[src/bcfa_pkg.sv]
// ----------------------------------------------------------------------------
// bcfa_pkg
// Shared types, command codes and BCD helpers for the clock field adjuster.
// ----------------------------------------------------------------------------
package bcfa_pkg;

	localparam int NumRegs = 7;

	// command codes
	localparam logic [2:0] CMD_WRITE  = 3'd0;
	localparam logic [2:0] CMD_READ   = 3'd1;
	localparam logic [2:0] CMD_INC    = 3'd2;
	localparam logic [2:0] CMD_DEC    = 3'd3;
	localparam logic [2:0] CMD_AMPM   = 3'd4;
	localparam logic [2:0] CMD_MODE   = 3'd5;

	// register indexes
	localparam logic [2:0] IDX_SEC     = 3'd0;
	localparam logic [2:0] IDX_MIN     = 3'd1;
	localparam logic [2:0] IDX_HOUR    = 3'd2;
	localparam logic [2:0] IDX_WEEKDAY = 3'd3;
	localparam logic [2:0] IDX_DATE    = 3'd4;
	localparam logic [2:0] IDX_MONTH   = 3'd5;
	localparam logic [2:0] IDX_YEAR    = 3'd6;

	// hours format codes
	localparam logic [1:0] FMT_24H = 2'd0;
	localparam logic [1:0] FMT_AM  = 2'd1;
	localparam logic [1:0] FMT_PM  = 2'd2;

	typedef struct packed {
		logic [2:0] cmd;
		logic [2:0] field_index;
		logic [7:0] write_data;
	} req_item_t;

	typedef struct packed {
		logic [7:0] field_value;
		logic [1:0] hour_format;
		logic       bad_index;
	} rsp_item_t;

	typedef logic [NumRegs-1:0][7:0] regs_t;

	// register write request from the datapath
	typedef struct packed {
		logic       en;
		logic [2:0] idx;
		logic [7:0] data;
	} reg_wr_t;

	// two BCD digits to binary, 0..165
	function automatic logic [7:0] bcd2bin(logic [7:0] b);
		return {1'b0, b[7:4], 3'b000} + {3'b000, b[7:4], 1'b0} + {4'h0, b[3:0]};
	endfunction

	// binary 0..99 to two BCD digits; tens by reciprocal multiply
	function automatic logic [7:0] bin2bcd(logic [6:0] v);
		logic [16:0] prod;
		logic [3:0]  tens;
		logic [6:0]  ones;
		prod = 17'(v) * 17'd103;
		tens = prod[13:10];
		ones = v - {tens, 3'b000} - {2'b00, tens, 1'b0};
		return {tens, ones[3:0]};
	endfunction

	// wrap step within lo..hi; out of range snaps to lo (up) or hi (down)
	function automatic logic [6:0] step_val(logic [7:0] v, logic [7:0] lo,
	                                        logic [7:0] hi, logic up);
		logic [7:0] r;
		if (up) begin
			r = (v >= hi || v < lo) ? lo : v + 8'd1;
		end else begin
			r = (v <= lo || v > hi) ? hi : v - 8'd1;
		end
		return r[6:0];
	endfunction

endpackage

[src/bcfa_exec.sv]
// ----------------------------------------------------------------------------
// bcfa_exec
// Single-pass datapath: decodes one command against the current register
// set and produces the register write and the response item.
// ----------------------------------------------------------------------------
module bcfa_exec (
	input  bcfa_pkg::req_item_t req,
	input  bcfa_pkg::regs_t     regs,
	output bcfa_pkg::reg_wr_t   wr,
	output bcfa_pkg::rsp_item_t rsp
);
	import bcfa_pkg::*;

	logic       idx_ok;
	logic       up;
	logic [7:0] cur;
	logic [7:0] hr;
	logic [7:0] stepped;
	logic [7:0] hr_ampm;
	logic [7:0] hr_mode;
	logic [7:0] hr_new;
	logic [7:0] v24;
	logic [7:0] v12;

	assign idx_ok = (req.field_index != 3'd7);
	assign up     = (req.cmd == CMD_INC);
	assign cur    = idx_ok ? regs[req.field_index] : 8'h00;
	assign hr     = regs[IDX_HOUR];

	// step the addressed register up or down with its wrap limits
	always_comb begin
		case (req.field_index)
			IDX_SEC, IDX_MIN:
				stepped = bin2bcd(step_val(bcd2bin(cur), 8'd0, 8'd59, up));
			IDX_WEEKDAY:
				stepped = bin2bcd(step_val(bcd2bin(cur), 8'd1, 8'd7, up));
			IDX_DATE:
				stepped = bin2bcd(step_val(bcd2bin(cur), 8'd1, 8'd31, up));
			IDX_MONTH:
				stepped = bin2bcd(step_val(bcd2bin(cur & 8'h7F), 8'd1, 8'd12, up));
			IDX_YEAR:
				stepped = bin2bcd(step_val(bcd2bin(cur), 8'd0, 8'd99, up));
			IDX_HOUR: begin
				if (!cur[6]) begin
					stepped = bin2bcd(step_val(bcd2bin(cur), 8'd0, 8'd23, up));
				end else begin
					stepped = bin2bcd(step_val(bcd2bin(cur & 8'h1F), 8'd1, 8'd12, up))
					          | {2'b01, cur[5], 5'b00000};
				end
			end
			default:
				stepped = cur;
		endcase
	end

	// AM/PM flip, only in 12-hour mode
	always_comb begin
		if (hr[6:5] == 2'b11) begin
			hr_ampm = hr & 8'hDF;
		end else if (hr[6]) begin
			hr_ampm = hr | 8'h60;
		end else begin
			hr_ampm = hr;
		end
	end

	// 12/24 hour conversion
	always_comb begin
		v24 = 8'd0;
		v12 = 8'd0;
		if (!hr[6]) begin
			v24 = bcd2bin(hr);
			if (v24 > 8'd23) begin
				v24 = 8'd0;
			end
			if (v24 == 8'd0) begin
				hr_mode = bin2bcd(7'd12) | 8'h40;
			end else if (v24 == 8'd12) begin
				hr_mode = bin2bcd(7'd12) | 8'h60;
			end else if (v24 > 8'd12) begin
				hr_mode = bin2bcd(7'(v24 - 8'd12)) | 8'h60;
			end else begin
				hr_mode = bin2bcd(v24[6:0]) | 8'h40;
			end
		end else begin
			v12 = bcd2bin(hr & 8'h1F);
			if (v12 < 8'd1 || v12 > 8'd12) begin
				v12 = 8'd12;
			end
			if (!hr[5]) begin
				v12 = (v12 == 8'd12) ? 8'd0 : v12;
			end else begin
				v12 = (v12 == 8'd12) ? 8'd12 : v12 + 8'd12;
			end
			hr_mode = bin2bcd(v12[6:0]);
		end
	end

	// command decode: register write and response value
	always_comb begin
		wr         = '0;
		rsp        = '0;
		case (req.cmd)
			CMD_AMPM: begin
				wr.en            = 1'b1;
				wr.idx           = IDX_HOUR;
				wr.data          = hr_ampm;
				rsp.field_value  = hr_ampm;
			end
			CMD_MODE: begin
				wr.en            = 1'b1;
				wr.idx           = IDX_HOUR;
				wr.data          = hr_mode;
				rsp.field_value  = hr_mode;
			end
			CMD_WRITE: begin
				wr.en            = idx_ok;
				wr.idx           = req.field_index;
				wr.data          = req.write_data;
				rsp.field_value  = idx_ok ? req.write_data : 8'h00;
				rsp.bad_index    = !idx_ok;
			end
			CMD_INC, CMD_DEC: begin
				wr.en            = idx_ok;
				wr.idx           = req.field_index;
				wr.data          = stepped;
				rsp.field_value  = idx_ok ? stepped : 8'h00;
				rsp.bad_index    = !idx_ok;
			end
			default: begin
				// read and the unused codes
				rsp.field_value  = cur;
				rsp.bad_index    = !idx_ok;
			end
		endcase

		// hours format from the hours register after the command
		hr_new          = (wr.en && wr.idx == IDX_HOUR) ? wr.data : hr;
		rsp.hour_format = !hr_new[6] ? FMT_24H : (hr_new[5] ? FMT_PM : FMT_AM);
	end

endmodule

[src/bcd_clock_field_adjuster_top.sv]
// ----------------------------------------------------------------------------
// bcd_clock_field_adjuster_top
// Seven BCD time/calendar registers with write, read, step and hours-format
// commands, one response item per request item.
// ----------------------------------------------------------------------------
//  channel | direction | payload     | handshake
//  req     | in        | req_item_t  | req_valid / req_stall
//  rsp     | out       | rsp_item_t  | rsp_valid / rsp_stall
//
//  One item per cycle while the response side is not stalled; an item goes
//  through the request register, then the response register, with the
//  read-modify-write of one clock register in between. Reset clears all seven
//  registers and both valid flags. A stalled response holds the request
//  register; req_stall rises only when both stages are full.
// ----------------------------------------------------------------------------
module bcd_clock_field_adjuster_top (
	input  logic                clk,
	input  logic                arst_n,
	input  logic                req_valid,
	output logic                req_stall,
	input  bcfa_pkg::req_item_t req,
	output logic                rsp_valid,
	input  logic                rsp_stall,
	output bcfa_pkg::rsp_item_t rsp
);
	import bcfa_pkg::*;

	req_item_t req_s1;
	logic      valid_s1;
	regs_t     regs_q;
	rsp_item_t rsp_q;
	logic      rsp_valid_q;
	reg_wr_t   wr;
	rsp_item_t rsp_next;
	logic      out_free;
	logic      fire;

	assign out_free  = !rsp_valid_q || !rsp_stall;
	assign fire      = valid_s1 && out_free;
	assign req_stall = valid_s1 && !out_free;
	assign rsp_valid = rsp_valid_q;
	assign rsp       = rsp_q;

	bcfa_exec u_exec (
		.req  (req_s1),
		.regs (regs_q),
		.wr   (wr),
		.rsp  (rsp_next)
	);

	// request register
	always_ff @(posedge clk or negedge arst_n) begin
		if (!arst_n) begin
			valid_s1 <= 1'b0;
		end else if (!req_stall) begin
			valid_s1 <= req_valid;
		end
	end

	always_ff @(posedge clk) begin
		if (req_valid && !req_stall) begin
			req_s1 <= req;
		end
	end

	// clock registers, updated as the item moves to the response register
	always_ff @(posedge clk or negedge arst_n) begin
		if (!arst_n) begin
			regs_q <= '0;
		end else if (fire && wr.en && wr.idx != 3'd7) begin
			regs_q[wr.idx] <= wr.data;
		end
	end

	// response register
	always_ff @(posedge clk or negedge arst_n) begin
		if (!arst_n) begin
			rsp_valid_q <= 1'b0;
		end else if (out_free) begin
			rsp_valid_q <= valid_s1;
		end
	end

	always_ff @(posedge clk) begin
		if (fire) begin
			rsp_q <= rsp_next;
		end
	end

endmodule

[config.mk]
export PLATFORM = sky130hd
export DESIGN_NAME = bcd_clock_field_adjuster_top
export DESIGN_NICKNAME = d
export VERILOG_FILES = /design/src/bcfa_pkg.sv /design/src/bcfa_exec.sv /design/src/bcd_clock_field_adjuster_top.sv
export SDC_FILE = /design/constraint.sdc
export NUM_CORES = 1
export LEC_CHECK = 0
export ABC_AREA = 1
export BUFFER_PORTS_ARGS = -buffer_cell sky130_fd_sc_hd__buf_2
export CORE_MARGIN = 2
export CORE_UTILIZATION = 55
export CTS_CLUSTER_DIAMETER = 40
export DETAILED_ROUTE_END_ITERATION = 6
export HOLD_SLACK_MARGIN = 0.08
export PLACE_DENSITY = 0.69
export SYNTH_ARGS = -nofsm -noshare
export SYNTH_HDL_FRONTEND = slang
export SYNTH_SLANG_ARGS = --single-unit
[constraint.sdc]
create_clock -name clk -period 11.3 [get_ports clk]
set_input_delay 0 -clock clk [delete_from_list [all_inputs] [get_ports clk]]
set_output_delay 0 -clock clk [all_outputs]
set_load 0.01 [all_outputs]
==> results_tabular.tex, run 1 <==
\begin{tabular}{lr}
\hline
Metric & Value \\
\hline
\multicolumn{2}{l}{\textbf{Floorplanning}} \\
\quad Die ar. & 30900 µm² \\
\quad IO Pins & 31 \\
\quad Area of the core region & 28900 µm² \\
\quad Width of the die & 176 µm \\
\quad Effective utilization at floorplan & 56.2\% \\
\quad Cell row count & 62 \\
\quad Die span in y & 176 µm \\
\multicolumn{2}{l}{\textbf{STA}} \\
\quad FMAX & 96.4 MHz \\
\quad Setup repair after global routing missed its margin & no \\
\quad Max Transition Viols Final & 0 \\
\quad Sum of negative setup slack & 0 ns \\
\quad Final critical delay including setup and external delays & 10.38 ns \\
\quad Final Cycle Share & 91.8\% \\
\quad Worst slew margin relative to its limit & 22.6\% \\
\quad Worst-Margin Slew & 1.16 ns \\
\quad Total of endpoints with negative setup slack in the final report & 0 \\
\quad Worst clock skew & 0.00528 ns \\
\quad Worst Hold Margin & 0.363 ns \\
\quad Hold Fails Final Rpt & 0 \\
\multicolumn{2}{l}{\textbf{Cells and area}} \\
\quad Fin nets & 2789 \\
\quad Number of diodes & 0 \\
\quad Layout Area Growth over Synthesis & 7.30\% \\
\quad Non-filler cells in the finished layout & 2668 \\
\quad Fraction of layout cells with a size suffix above 1 & 4.33\% \\
\multicolumn{2}{l}{\textbf{Placement}} \\
\quad Weighted congestion reported at the end of routability-driven placement & 0.953 \\
\quad Dpl cells & 2635 \\
\quad HPWL after DPL & 35900 µm \\
\quad Number of port buffers & 30 \\
\multicolumn{2}{l}{\textbf{Synth}} \\
\quad Multiplexer share of the synthesized area & 0\% \\
\quad \#FFs+latches synth & 83 \\
\quad Gate Count Post-Synth & 2196 \\
\quad Average cell area after synthesis & 7.40 µm² \\
\quad Area of the mapped netlist & 16300 µm² \\
\quad Async SR Flop Fraction & 69.9\% \\
\quad Warning count from the yosys run & 0 \\
\quad XOR/XNOR share of the synthesized area & 3.39\% \\
\quad Synth Area in Compound Gates & 7.98\% \\
\quad Dominant combinational cell family by area after synthesis & adder cells \\
\quad Proportion of synthesized chip area in sequential cells & 13.5\% \\
\quad Post-synth EDFFs & 25 \\
\quad Adder and majority cell fraction of the synthesized area & 41.6\% \\
\quad Basic-gate share of the synthesized area counting and, or, nand and nor cells & 23.1\% \\
\quad Most frequently used flop master after synthesis & sky130\_fd\_sc\_hd\_\_dfrtp\_1 \\
\quad Distinct cells, synth & 56 \\
\multicolumn{2}{l}{\textbf{Routing}} \\
\quad Wire length reported by the detailed router & 42000 µm \\
\quad Detail-routed via count per cell & 5.42 \\
\quad Initial DRT Pass Iterations & 6 \\
\quad Vias after detailed routing & 14452 \\
\quad Wire per inst & 15.8 µm \\
\quad Antenna violation net count after detailed routing & 0 \\
\quad Drt first-iter violations & 1016 \\
\quad DRC viols & 0 \\
\multicolumn{2}{l}{\textbf{Global routing}} \\
\quad Maximum number of pins on one net before global-route repair & 59 \\
\quad All-Layer GR Usage & 28.0\% \\
\quad Initial antenna violation count & 1 \\
\quad Via count of the first global-routing pass & 14377 \\
\quad Total grt overflow & 0 \\
\quad First-pass GRT wire length & 70000 µm \\
\multicolumn{2}{l}{\textbf{Run}} \\
\quad Max-cap viol count & 0 \\
\multicolumn{2}{l}{\textbf{Worst setup path}} \\
\quad Most used cell, CP & sky130\_fd\_sc\_hd\_\_nand2\_1 \\
\quad Max incr delay on CP & 0.64 ns \\
\quad Cell with the biggest individual delay on the critical path & sky130\_fd\_sc\_hd\_\_a2111oi\_0 \\
\quad Worst Path Arrival & 10.58 ns \\
\quad Worst setup EP type & register \\
\quad Data required time at the worst endpoint & 11.51 ns \\
\quad Critical path class & reg -> reg \\
\quad CP Max Fanout & 12 \\
\quad Type of origin of the critical path & register \\
\multicolumn{2}{l}{\textbf{Clock tree}} \\
\quad Number of clock sinks & 83 \\
\quad CTS tree & done \\
\quad Register clock-pin slew on the reported worst setup and hold paths & 0.06 ns \\
\quad H-tree Lvls & 3 \\
\quad Clk\_lat worst skew & 0.34 ns \\
\quad Maximum buffer depth of the clock tree & 2 \\
\quad Buffer type at the clock tree root & sky130\_fd\_sc\_hd\_\_clkbuf\_16 \\
\quad Inserted Clock Buffers & 9 \\
\multicolumn{2}{l}{\textbf{Min path}} \\
\quad Tightest Hold Check Type & in -> async \\
\multicolumn{2}{l}{\textbf{Outcome}} \\
\quad Result of the run & completed \\
\hline
\end{tabular}
==> stage by stage <==
| stage | util, % | instance area, µm² | worst slack (ns) |
|---|---|---|---|
| floorplan | - | 16400 | 3.04 |
| global placement | 58.7 | 17000 | 1.35 |
| detailed placement | 58.7 | 17000 | 1.06 |
| CTS | 60.3 | 17400 | 1.01 |
| global route | 60.3 | 17400 | 0.0807 |
| finish | 60.3 | 17400 | 0.925 |
==> metal layers <==
metal	global-route usage, %	wire (µm)
met5	0	0
met4	5.85	669
met3	2.79	2350
met2	49.0	20000
met1	37.5	19000
==> synthesized netlist by cell type, drive strengths merged (5+ instances only) <==
cell,n,share of area [%]
nand2,523,12
inv,429,9.9
ha,412,32
nor2,161,3.9
nand3,115,3.6
a21oi,82,2.5
o21ai,81,2.5
fa,80,9.9
dfrtp,58,8.9
xor2,43,2.3
nand4,31,1.2
edfxtp,25,4.6
nor3,22,0.71
xnor2,20,1.1
or2,17,0.65
a21o,11,0.51
nand3b,11,0.53
o21bai,10,0.48
a31oi,8,0.31
o22ai,8,0.31
buf,7,0.30
a22oi,6,0.28
nor4,6,0.27
clkbuf,5,0.12
==> critical path, delay by kind of cell, from the launching register on <==
family                     cells  cell delay [ns]
adders and majority gates      9             3.28
and+or+nand+nor               18             2.78
AOI/OAI and AO/OA              6             1.63
xor gates and xnor gates       4             1.26
buffers and inverters          7             0.67
DFF                            1             0.63
==> what timing repair did <==
| action | in CTS | in global routing |
|---|---|---|
| hold endpoints to repair | 74 | 0 |
| hold buffers | 17 | 0 |
| buffers inserted | 0 | 0 |
| resized for setup | 0 | 0 |
==> registers in the layout (all words and copies together) (netlist names) <==
register and flops:
regs_q 56, req_s1 14, rsp 11, rsp_valid 1
valid_s1 1
==> cells in the final DEF, fill, tap and decap left out, types with 31 or more instances in the layout <==
master / synthesis / final
sky130_fd_sc_hd__dfrtp_1: 58 / 58
sky130_fd_sc_hd__inv_1: 417 / 417
sky130_fd_sc_hd__conb_1: 2 / 33
sky130_fd_sc_hd__nand2_1: 515 / 515
sky130_fd_sc_hd__nand4_1: 31 / 31
sky130_fd_sc_hd__nand3_1: 114 / 114
sky130_fd_sc_hd__nor2_1: 156 / 155
sky130_fd_sc_hd__o21ai_0: 73 / 73
sky130_fd_sc_hd__ha_1: 412 / 412
sky130_fd_sc_hd__xor2_1: 43 / 43
sky130_fd_sc_hd__a21oi_1: 81 / 81
sky130_fd_sc_hd__fa_1: 80 / 80
==> path summary, 6_finish.rpt <==
kind                                        start  depth (start not counted)  slack, ns                     end
max                           req_s1[8]$_DFFE_PP_                         44       0.92  regs_q[18]$_DFFE_PN0P_
min                                        arst_n                          3       0.36  regs_q[51]$_DFFE_PN0P_
max reg2reg                   req_s1[8]$_DFFE_PP_                         44       0.92  regs_q[18]$_DFFE_PN0P_
min reg2reg                regs_q[31]$_DFFE_PN0P_                          2       0.49  regs_q[31]$_DFFE_PN0P_
max in group asynchronous                  arst_n                          3      10.42  regs_q[22]$_DFFE_PN0P_
min in group clk                           req[5]                          2       0.37     req_s1[5]$_DFFE_PP_
==> cell type report <==
type | count | area (µm²)
flip-flops and latches | 83 | 2200
multi-input cells | 1702 | 12500
fillers | 2675 | 11500
inverters | 430 | 1610
clock buffers | 12 | 268
repair buffers | 53 | 365
clock inverters | 4 | 22.5
well taps | 384 | 480
==> logic make-up after synthesis <==
kind of cell               Yosys count
AOI/OAI and AO/OA                  227
xor gates and xnor gates            63
adders and majority gates          492
buffers and inverters              442
DFF                                 83
other                                2
and+or+nand+nor                    887
Power of run 1 is left out: the tool's default activity adds up to more than one toggle a clock period on the data nets, which glitch-free logic cannot reach.
==> run 2, diff against run 1 <==
--- a/config.mk
+++ b/config.mk
@@ -12,7 +12,7 @@
 export CTS_CLUSTER_DIAMETER = 40
 export DETAILED_ROUTE_END_ITERATION = 6
 export HOLD_SLACK_MARGIN = 0.08
-export PLACE_DENSITY = 0.69
+export PLACE_DENSITY = 0.72
 export SYNTH_ARGS = -nofsm -noshare
 export SYNTH_HDL_FRONTEND = slang
 export SYNTH_SLANG_ARGS = --single-unit
==> constraint.sdc (replaced) <==
create_clock -name clk -period 9.1 [get_ports clk]
set_input_delay 0 -clock clk [delete_from_list [all_inputs] [get_ports clk]]
set_output_delay 0 -clock clk [all_outputs]
set_load 0.01 [all_outputs]
==> run 2 against run 1 <==
Die area stayed put; clock skew is 0.00056 ns higher; global-route usage is 0.42 points higher; non-clock buffer count is 56 higher; register-to-register slack worse by 0.42 ns; core utilization is 2.3 points higher; critical endpoint is now rsp[6]$_DFFE_PP_.
==> results_tabular.tex, run 2 (same netlist as run 1, synthesis figures left out) <==
\begin{tabular}{lr}
\hline
Metric & Value \\
\hline
\multicolumn{2}{l}{\textbf{Outcome}} \\
\quad Result of the run & completed (unchanged) \\
\multicolumn{2}{l}{\textbf{Floorplanning}} \\
\quad Area of the core region & 28900 µm² (unchanged) \\
\quad Die span in y & 176 µm (unchanged) \\
\quad Width of the die & 176 µm (unchanged) \\
\quad Die ar. & 30900 µm² (unchanged) \\
\quad Effective utilization at floorplan & 56.2\% (unchanged) \\
\quad Cell row count & 62 (unchanged) \\
\quad IO Pins & 31 (unchanged) \\
\multicolumn{2}{l}{\textbf{Global routing}} \\
\quad Via count of the first global-routing pass & 14533 (was 14377) \\
\quad Total grt overflow & 0 (unchanged) \\
\quad Maximum number of pins on one net before global-route repair & 59 (unchanged) \\
\quad Initial antenna violation count & 0 (was 1) \\
\quad All-Layer GR Usage & 28.4\% (was 28.0\%) \\
\quad First-pass GRT wire length & 70700 µm (was 70000 µm) \\
\multicolumn{2}{l}{\textbf{Routing}} \\
\quad Vias after detailed routing & 14588 (was 14452) \\
\quad Initial DRT Pass Iterations & 5 (was 6) \\
\quad Wire length reported by the detailed router & 42800 µm (was 42000 µm) \\
\quad Detail-routed via count per cell & 5.36 (was 5.42) \\
\quad Antenna violation net count after detailed routing & 0 (unchanged) \\
\quad Wire per inst & 15.7 µm (was 15.8 µm) \\
\quad Drt first-iter violations & 1165 (was 1016) \\
\quad DRC viols & 0 (unchanged) \\
\multicolumn{2}{l}{\textbf{Clock tree}} \\
\quad CTS tree & done (unchanged) \\
\quad Number of clock sinks & 83 (unchanged) \\
\quad Buffer type at the clock tree root & sky130\_fd\_sc\_hd\_\_clkbuf\_16 (unchanged) \\
\quad H-tree Lvls & 3 (unchanged) \\
\quad Register clock-pin slew on the reported worst setup and hold paths & 0.06 ns (about the same) \\
\quad Inserted Clock Buffers & 9 (unchanged) \\
\quad Clk\_lat worst skew & 0.34 ns (about the same) \\
\quad Maximum buffer depth of the clock tree & 2 (unchanged) \\
\multicolumn{2}{l}{\textbf{Cells and area}} \\
\quad Number of diodes & 0 (unchanged) \\
\quad Top library cells by usage in the layout, fill and taps aside & sky130\_fd\_sc\_hd\_\_nand2\_1 (511), sky130\_fd\_sc\_hd\_\_inv\_1 (414), sky130\_fd\_sc\_hd\_\_ha\_1 (408) (was sky130\_fd\_sc\_hd\_\_nand2\_1 (515), sky130\_fd\_sc\_hd\_\_inv\_1 (417), sky130\_fd\_sc\_hd\_\_ha\_1 (412)) \\
\quad Flip-flop count of the largest register after layout & 56 (unchanged) \\
\quad Fin nets & 2845 (was 2789) \\
\quad Fillcell total & 2652 (was 2675) \\
\quad Layout Area Growth over Synthesis & 11.4\% (was 7.30\%) \\
\quad Non-filler cells in the finished layout & 2724 (was 2668) \\
\quad Most flops, register & regs\_q (unchanged) \\
\quad Register area & 2200 µm² (unchanged) \\
\quad Leading cell type in the layout, fill and taps excluded & sky130\_fd\_sc\_hd\_\_nand2\_1 (unchanged) \\
\quad Combined area of the multi-input logic cells & 12700 µm² (was 12500 µm²) \\
\quad Fraction of layout cells with a size suffix above 1 & 8.21\% (was 4.33\%) \\
\multicolumn{2}{l}{\textbf{Placement}} \\
\quad HPWL after DPL & 36600 µm (was 35900 µm) \\
\quad Dpl cells & 2679 (was 2635) \\
\quad Weighted congestion reported at the end of routability-driven placement & 0.955 (was 0.953) \\
\quad Number of port buffers & 30 (unchanged) \\
\multicolumn{2}{l}{\textbf{STA}} \\
\quad Final Cycle Share & 94.4\% (was 91.8\%) \\
\quad Total of endpoints with negative setup slack in the final report & 0 (unchanged) \\
\quad Hold Fails Final Rpt & 0 (unchanged) \\
\quad FMAX & 116 MHz (was 96.4 MHz) \\
\quad Final critical delay including setup and external delays & 8.59 ns (was 10.38 ns) \\
\quad Worst-Margin Slew & 1.01 ns (was 1.16 ns) \\
\quad Sum of negative setup slack & 0 ns (unchanged) \\
\quad Max Transition Viols Final & 0 (unchanged) \\
\quad Worst clock skew & 0.00584 ns (was 0.00528 ns) \\
\quad Worst slew margin relative to its limit & 32.3\% (was 22.6\%) \\
\multicolumn{2}{l}{\textbf{Min path}} \\
\quad Tightest Hold Check Type & in -> async (unchanged) \\
\multicolumn{2}{l}{\textbf{Worst setup path}} \\
\quad Total stage count of the critical path & 46 (was 44) \\
\quad Critical path class & reg -> reg (unchanged) \\
\quad Most used cell, CP & sky130\_fd\_sc\_hd\_\_nand2\_1 (unchanged) \\
\quad Data required time at the worst endpoint & 9.15 ns (was 11.51 ns) \\
\quad Family with the most delay on the worst path & adder cells (unchanged) \\
\quad Cell count of the worst reg-to-reg path & 46 (was 44) \\
\quad Cell with the biggest individual delay on the critical path & sky130\_fd\_sc\_hd\_\_edfxtp\_1 (was sky130\_fd\_sc\_hd\_\_a2111oi\_0) \\
\quad Combined buffer and inverter count along the critical path & 8 (was 7) \\
\quad Type of origin of the critical path & register (unchanged) \\
\quad Worst Path Arrival & 8.64 ns (was 10.58 ns) \\
\quad Worst setup EP type & register (unchanged) \\
\quad CP Max Fanout & 7 (was 12) \\
\quad Max incr delay on CP & 0.56 ns (was 0.64 ns) \\
\multicolumn{2}{l}{\textbf{Run}} \\
\quad Max-cap viol count & 0 (unchanged) \\
\hline
\end{tabular}
-- run 2: through the flow --
step / cell area [µm²] / util [%] / hold WS, ns / setup slack [ns]
floorplan: 16400 / - / -0.296 / 0.842
global placement: 17300 / 59.8 / 0.176 / 0.201
detailed placement: 17300 / 59.8 / 0.178 / -0.156
CTS: 17800 / 61.5 / 0.364 / 0.0326
global route: 18100 / 62.6 / 0.381 / -0.0605
finish: 18100 / 62.6 / 0.349 / 0.508
-- run 2: area by class of cell --
cell class,count,share of cell area (%)
clock buffers,11,1.34
flip-flops and latches,83,12.2
clock inverters,5,0.325
repair buffers,109,4.34
inverters,430,8.93
multi-input cells,1702,70.3
well taps,384,2.65
-- run 2: per-layer routing --
metal	GRT usage, %	vias up	share of wire (%)
met5	0	-	0
met4	9.50	0	3.4
met3	2.53	94	4.8
met2	48.5	388	47
met1	37.8	6760	45
li1	-	7346	-
-- run 2: final timing paths --
check | to | slack (ns) | start
max in group asynchronous | regs_q[18]$_DFFE_PN0P_ | 8.25 | arst_n
min in group clk | req_s1[12]$_DFFE_PP_ | 0.37 | req[12]
setup reg to reg | rsp[6]$_DFFE_PP_ | 0.51 | req_s1[9]$_DFFE_PP_
setup / recovery | rsp[6]$_DFFE_PP_ | 0.51 | req_s1[9]$_DFFE_PP_
hold / removal | regs_q[4]$_DFFE_PN0P_ | 0.35 | arst_n
hold reg to reg | regs_q[15]$_DFFE_PN0P_ | 0.49 | regs_q[15]$_DFFE_PN0P_
-- run 2: repair_timing --
item / 4_1_cts / 5_1_grt
setup endpoints to repair: 8 / 37
endpoints found under the hold margin: 74 / 0
hold buffers: 17 / 0
buffers inserted: 0 / 12
pin swaps: 0 / 12
resized for setup: 3 / 47
-- run 2: tightest hold or removal path, cell delays in order --
cell and delay, ns:
sky130_fd_sc_hd__dlygate4sd3_1 0.52, sky130_fd_sc_hd__buf_2 0.09, sky130_fd_sc_hd__buf_4 0.58
Power of run 2 is left out for the same reason.
